<file path="config.mk">
export PLATFORM = sky130hd
export DESIGN_NAME = grst_axis
export DESIGN_NICKNAME = d
export VERILOG_FILES = /design/src/rtl/grst_pkg.sv /design/src/rtl/grst_axis.sv
export SDC_FILE = /design/constraint.sdc
export NUM_CORES = 1
export LEC_CHECK = 0
export BUFFER_PORTS_ARGS = -buffer_cell sky130_fd_sc_hd__buf_2
export CAP_MARGIN = 20
export CORE_MARGIN = 5
export CORE_UTILIZATION = 45
export DETAILED_ROUTE_END_ITERATION = 6
export PLACE_DENSITY = 0.79
export SLEW_MARGIN = 20
export SYNTH_ARGS = -nofsm -noshare
export SYNTH_HDL_FRONTEND = slang
export SYNTH_SLANG_ARGS = --single-unit
</file>
<file path="constraint.sdc">
create_clock -name vclk -period 4.4
set_input_delay 0.66 -clock vclk [all_inputs]
set_output_delay 0.66 -clock vclk [all_outputs]
set_load 0.03 [all_outputs]
</file>
<file path="src/rtl/grst_pkg.sv">
// ----------------------------------------------------------------------------
// grst_pkg: shared types and constants of the 3D grid restriction block
// Register map, opcodes, arithmetic widths, sequencer states and tap weights.
// ----------------------------------------------------------------------------
package grst_pkg;

  // Field widths
  localparam int COORD_W = 5;
  localparam int SIZE_W  = 6;
  localparam int VAL_W   = 24;
  localparam int WGT_W   = 4;
  localparam int WPROD_W = 10;
  // Weights are integers over 512; 64 taps of 24-bit samples fit in 35 bits
  localparam int ACC_W   = 35;
  localparam int WGT_SHIFT = 9;
  localparam int ROUND_BIAS = 256;

  // Configuration port
  localparam int CFG_AW = 5;
  localparam int CFG_DW = 32;

  localparam logic [2:0] REG_FINE_X   = 3'd0;
  localparam logic [2:0] REG_FINE_Y   = 3'd1;
  localparam logic [2:0] REG_FINE_Z   = 3'd2;
  localparam logic [2:0] REG_COARSE_X = 3'd3;
  localparam logic [2:0] REG_COARSE_Y = 3'd4;
  localparam logic [2:0] REG_COARSE_Z = 3'd5;

  localparam logic [SIZE_W-1:0] FINE_RST   = 6'd32;
  localparam logic [SIZE_W-1:0] COARSE_RST = 6'd16;

  // Item kinds
  localparam logic OP_WRITE   = 1'b0;
  localparam logic OP_COMPUTE = 1'b1;

  // Kernel weights over 8
  localparam logic [WGT_W-1:0] W_OUTER  = 4'd1;
  localparam logic [WGT_W-1:0] W_INNER  = 4'd3;
  localparam logic [WGT_W-1:0] W_INJECT = 4'd8;

  localparam logic [1:0] TAP_FIRST = 2'd0;
  localparam logic [1:0] TAP_LAST  = 2'd3;

  typedef enum logic [1:0] {
    ST_IDLE,
    ST_RUN,
    ST_DRAIN,
    ST_FINISH
  } state_e;

  // Weight of one axis tap: outer taps 1, inner taps 3, injection 8
  function automatic logic [WGT_W-1:0] tap_weight(input logic full, input logic [1:0] tap);
    logic [WGT_W-1:0] w;
    if (!full) begin
      w = W_INJECT;
    end else if (tap == TAP_FIRST || tap == TAP_LAST) begin
      w = W_OUTER;
    end else begin
      w = W_INNER;
    end
    return w;
  endfunction

endpackage

</file>
<file path="src/rtl/grst_axis.sv">
// ----------------------------------------------------------------------------
// grst_axis: tap generator of one axis
// Picks full weighting or injection and returns the four clamped fine indices.
// ----------------------------------------------------------------------------
module grst_axis #(
  parameter int DIM_MAX = 32
) (
  input  logic [grst_pkg::COORD_W-1:0] coord_i,
  input  logic [grst_pkg::SIZE_W-1:0]  fine_i,
  input  logic [grst_pkg::SIZE_W-1:0]  coarse_i,
  output logic                         full_o,
  output logic [3:0][$clog2(DIM_MAX)-1:0] idx_o
);

  localparam int IW = $clog2(DIM_MAX);
  localparam int CW = ($clog2(DIM_MAX + 1) > 7) ? $clog2(DIM_MAX + 1) : 7;

  logic [CW-1:0]      base;
  logic [CW-1:0]      lim;
  logic [3:0][CW-1:0] raw;
  logic [CW-1:0]      clamped;
  logic [grst_pkg::SIZE_W-1:0] next_c;

  // Full weighting when fine size is exactly twice the coarse size
  assign full_o = ({1'b0, fine_i} == {coarse_i, 1'b0});
  assign base   = CW'({coord_i, 1'b0});
  assign next_c = {1'b0, coord_i} + grst_pkg::SIZE_W'(1);

  // Raw taps; fold the outer taps back at both grid ends
  always_comb begin
    raw[1] = base;
    raw[2] = base + CW'(1);
    if (full_o && coord_i != '0) begin
      raw[0] = base - CW'(1);
    end else begin
      raw[0] = base;
    end
    if (!full_o) begin
      raw[3] = base;
    end else if (next_c < coarse_i) begin
      raw[3] = base + CW'(2);
    end else begin
      raw[3] = base + CW'(1);
    end
  end

  // Clamp every tap to min(fine size, DIM_MAX) - 1
  assign lim = (CW'(fine_i) < CW'(DIM_MAX)) ? CW'(fine_i) : CW'(DIM_MAX);

  always_comb begin
    clamped = '0;
    for (int t = 0; t < 4; t++) begin
      if (lim == '0) begin
        clamped = '0;
      end else if (raw[t] >= lim) begin
        clamped = lim - CW'(1);
      end else begin
        clamped = raw[t];
      end
      idx_o[t] = clamped[IW-1:0];
    end
  end

endmodule

</file>
==> key figures <==
Detailed routing
  • Via count: 1492
  • Iter 0 DRT Violations: 73
  • ANT nets after route: 0
  • Drc violations: 0
  • Drt first pass iters: 4
  • Vias/cell: 5.673
  • Post-Route WL: 4193 um
  • DR WL/cell: between 15 and 20 um

Synth
  • Area leader, netlist: ha_1
  • Dominant cells by area after synthesis: ha_1 27%, mux2i_1 8.2%, xnor2_1 7.9%
  • Post-Synthesis Cells: between 150 and 200
  • Unique cell type count in the Yosys netlist: 36
  • Sequential share of the synthesized area: 0%
  • Post-synthesis average cell area: 7.372 um^2
  • Synth Net Count: 209
  • Yosys top cell area share: 26.58%
  • Mapped Area: 1224 um^2
  • Synth Warn #: 0

Outcome
  • Violated checks: setup timing
  • Status: finished with violations

Place
  • DP Area: 1675 um^2
  • GP Congestion: between 0.9 and 1
  • Dpl cells: roughly 260
  • Dpl ws: -221.9 ps
  • Port Buffers: 38
  • Post-DP HPWL: 3078 um

Floorplanning
  • CORE AREA: roughly 2700 um^2
  • Die footprint: slightly below 4000 um^2
  • Initial Util: 45.55%
  • # rows: 19
  • Die width: 62.15 um
  • Die Ht: 62.15 um
  • Num ports: 38

Global route
  • Pin count of the biggest net entering global routing: 12
  • Met2 usage in global routing: a little over a third
  • Initial antenna violation count: 0
  • First-pass GRT wire length: ~6600 um
  • Total Routing Usage GR: between 10% and 20%
  • Grt met3 use: 1.441%
  • Grt ovf: 0
  • Busiest grt layer: met2
  • Number of global-route vias before repair: 1462
  • Met1 usage: a little over a quarter

Worst setup path
  • Worst path cell trace: buf_8 > clkinvlp_4 > ha_4 > ha_4 > a21boi_2 > o21a_1 > o2111ai_4 > and4_4 > xnor2_4 > inv_2 > ha_4 > a21o_1 > a21oi_2 > o31ai_4 > a41oi_2 > buf_6 > o21ai_2 > a21oi_2 > buf_6
  • Slowest stage delay, CP: 300 ps
  • Buf/Inv on CP: 5
  • CP max FO: 7
  • Crit path max-delay family: compound AO/OA/AOI/OAI gates
  • Worst setup EP type: output pin
  • CP arrival: 3900 ps
  • Worst EP required: approximately 3700 ps
  • CP max stage cell: ha_4
  • Startpoint types: primary input
  • CP dominant cell by count: ha_4
  • Setup CP Type: in -> out

STA
  • Final worst slack: -160.2 ps
  • Final clock period utilization by the worst path: 103.6%
  • Setup_tns: -722.8 ps
  • RSZ-0062 raised after global routing: yes
  • Slew headroom: 61.41%
  • Final setup violation count: 5
  • Fin. Hold Viols: 0
  • Final max-slew violation count: 0
  • Worst-Margin Slew: 573.9 ps
  • Fmax: 219.3 MHz
  • Final Hold Slack: between 1500 and 2000 ps
  • Final Critical Period: between 4000 and 5000 ps

Power and ir drop
  • Max IR drop VDD: ~140 uV
  • Lkg Pwr: 0.9378 nW
  • Pwr dens: 167.0 nW/um^2
  • Tot Pwr: 0.3217 mW

Flow run
  • Max cap viols: 0

Final layout
  • Reg area: 0 um^2
  • Fin area: just under 2000 um^2
  • # diodes: 0
  • Most common cell after layout, fill and taps aside: buf_2
  • Nets: 277
  • Share of cells above drive strength 1: a little under half
  • Post-route insts no fill: 263
  • Final core occ: just over 70%
  • Clkbuf count: 0
  • Num sequential: 0
  • P&R area growth vs syn: 57.46%
  • Commonest non-fill, non-tap cells in the layout: 32 x buf_2, 31 x buf_4, 22 x ha_1

CTS
  • Post-CTS Hold Fix Bufs: 0

Hold path
  • Min-delay worst type: in -> out
-- final cells by class --
cell class,count,area (um^2)
multi-input cells,141,1330
well taps,31,38.79
fillers,216,759.5
repair buffers,70,475.5
inverters,21,82.58
-- synth_stat cells, types with 2 or more instances --
| master | instances |
|---|---|
| ha_1 | 26 |
| inv_1 | 21 |
| nor2_1 | 16 |
| a21oi_1 | 14 |
| xnor2_1 | 11 |
| mux2i_1 | 10 |
| nand3_1 | 7 |
| nand2_1 | 6 |
| o21ai_0 | 6 |
| xor2_1 | 5 |
| a211oi_1 | 4 |
| a21o_1 | 4 |
| and4_1 | 3 |
| clkbuf_1 | 3 |
| nand2b_1 | 3 |
| a31oi_1 | 2 |
| and3_1 | 2 |
| nor4_1 | 2 |
| o21ai_2 | 2 |
| o221a_2 | 2 |
| o31ai_1 | 2 |
-- metal layers --
| layer | routed length (um) | part of all wire [%] | vias to the layer above |
|---|---|---|---|
| met5 | 0 | 0 | - |
| met4 | 23 | 0.55 | 0 |
| met3 | 210 | 5.0 | 2 |
| met2 | 2088 | 50 | 46 |
| met1 | 1870 | 45 | 709 |
| li1 | - | - | 735 |
-- logic make-up (layout without fill, tap and decap cells) --
logic type | count (synthesis) | after routing | synth area share, %
compound gates | 44 | 44 | 26.48
simple gates | 44 | 44 | 18.61
fa+ha+maj | 26 | 26 | 26.58
buf+inv | 25 | 91 | 7.771
xor+xnor | 16 | 16 | 11.45
mux | 11 | 11 | 9.100
-- final timing paths --
check                 startpoint   endpoint  slack [ps]  cells after the start
worst min-delay path  coord_i[1]  idx_o[12]        1940                      5
worst max-delay path  coord_i[0]  idx_o[19]        -160                     19
-- report_power, final --
part / internal, mW / switching [mW]
Clock: 0 / 0
Combinational: 0.132 / 0.189
Sequential: 0 / 0
-- what timing repair did --
action                                  CTS  global route
pin swaps                                 7            11
setup buffers                             3             3
resized for setup                        22            21
endpoints found under the setup margin    5             5
hold endpoints to repair                  0             0
No activity file was read; power rests on OpenSTA's default activity.
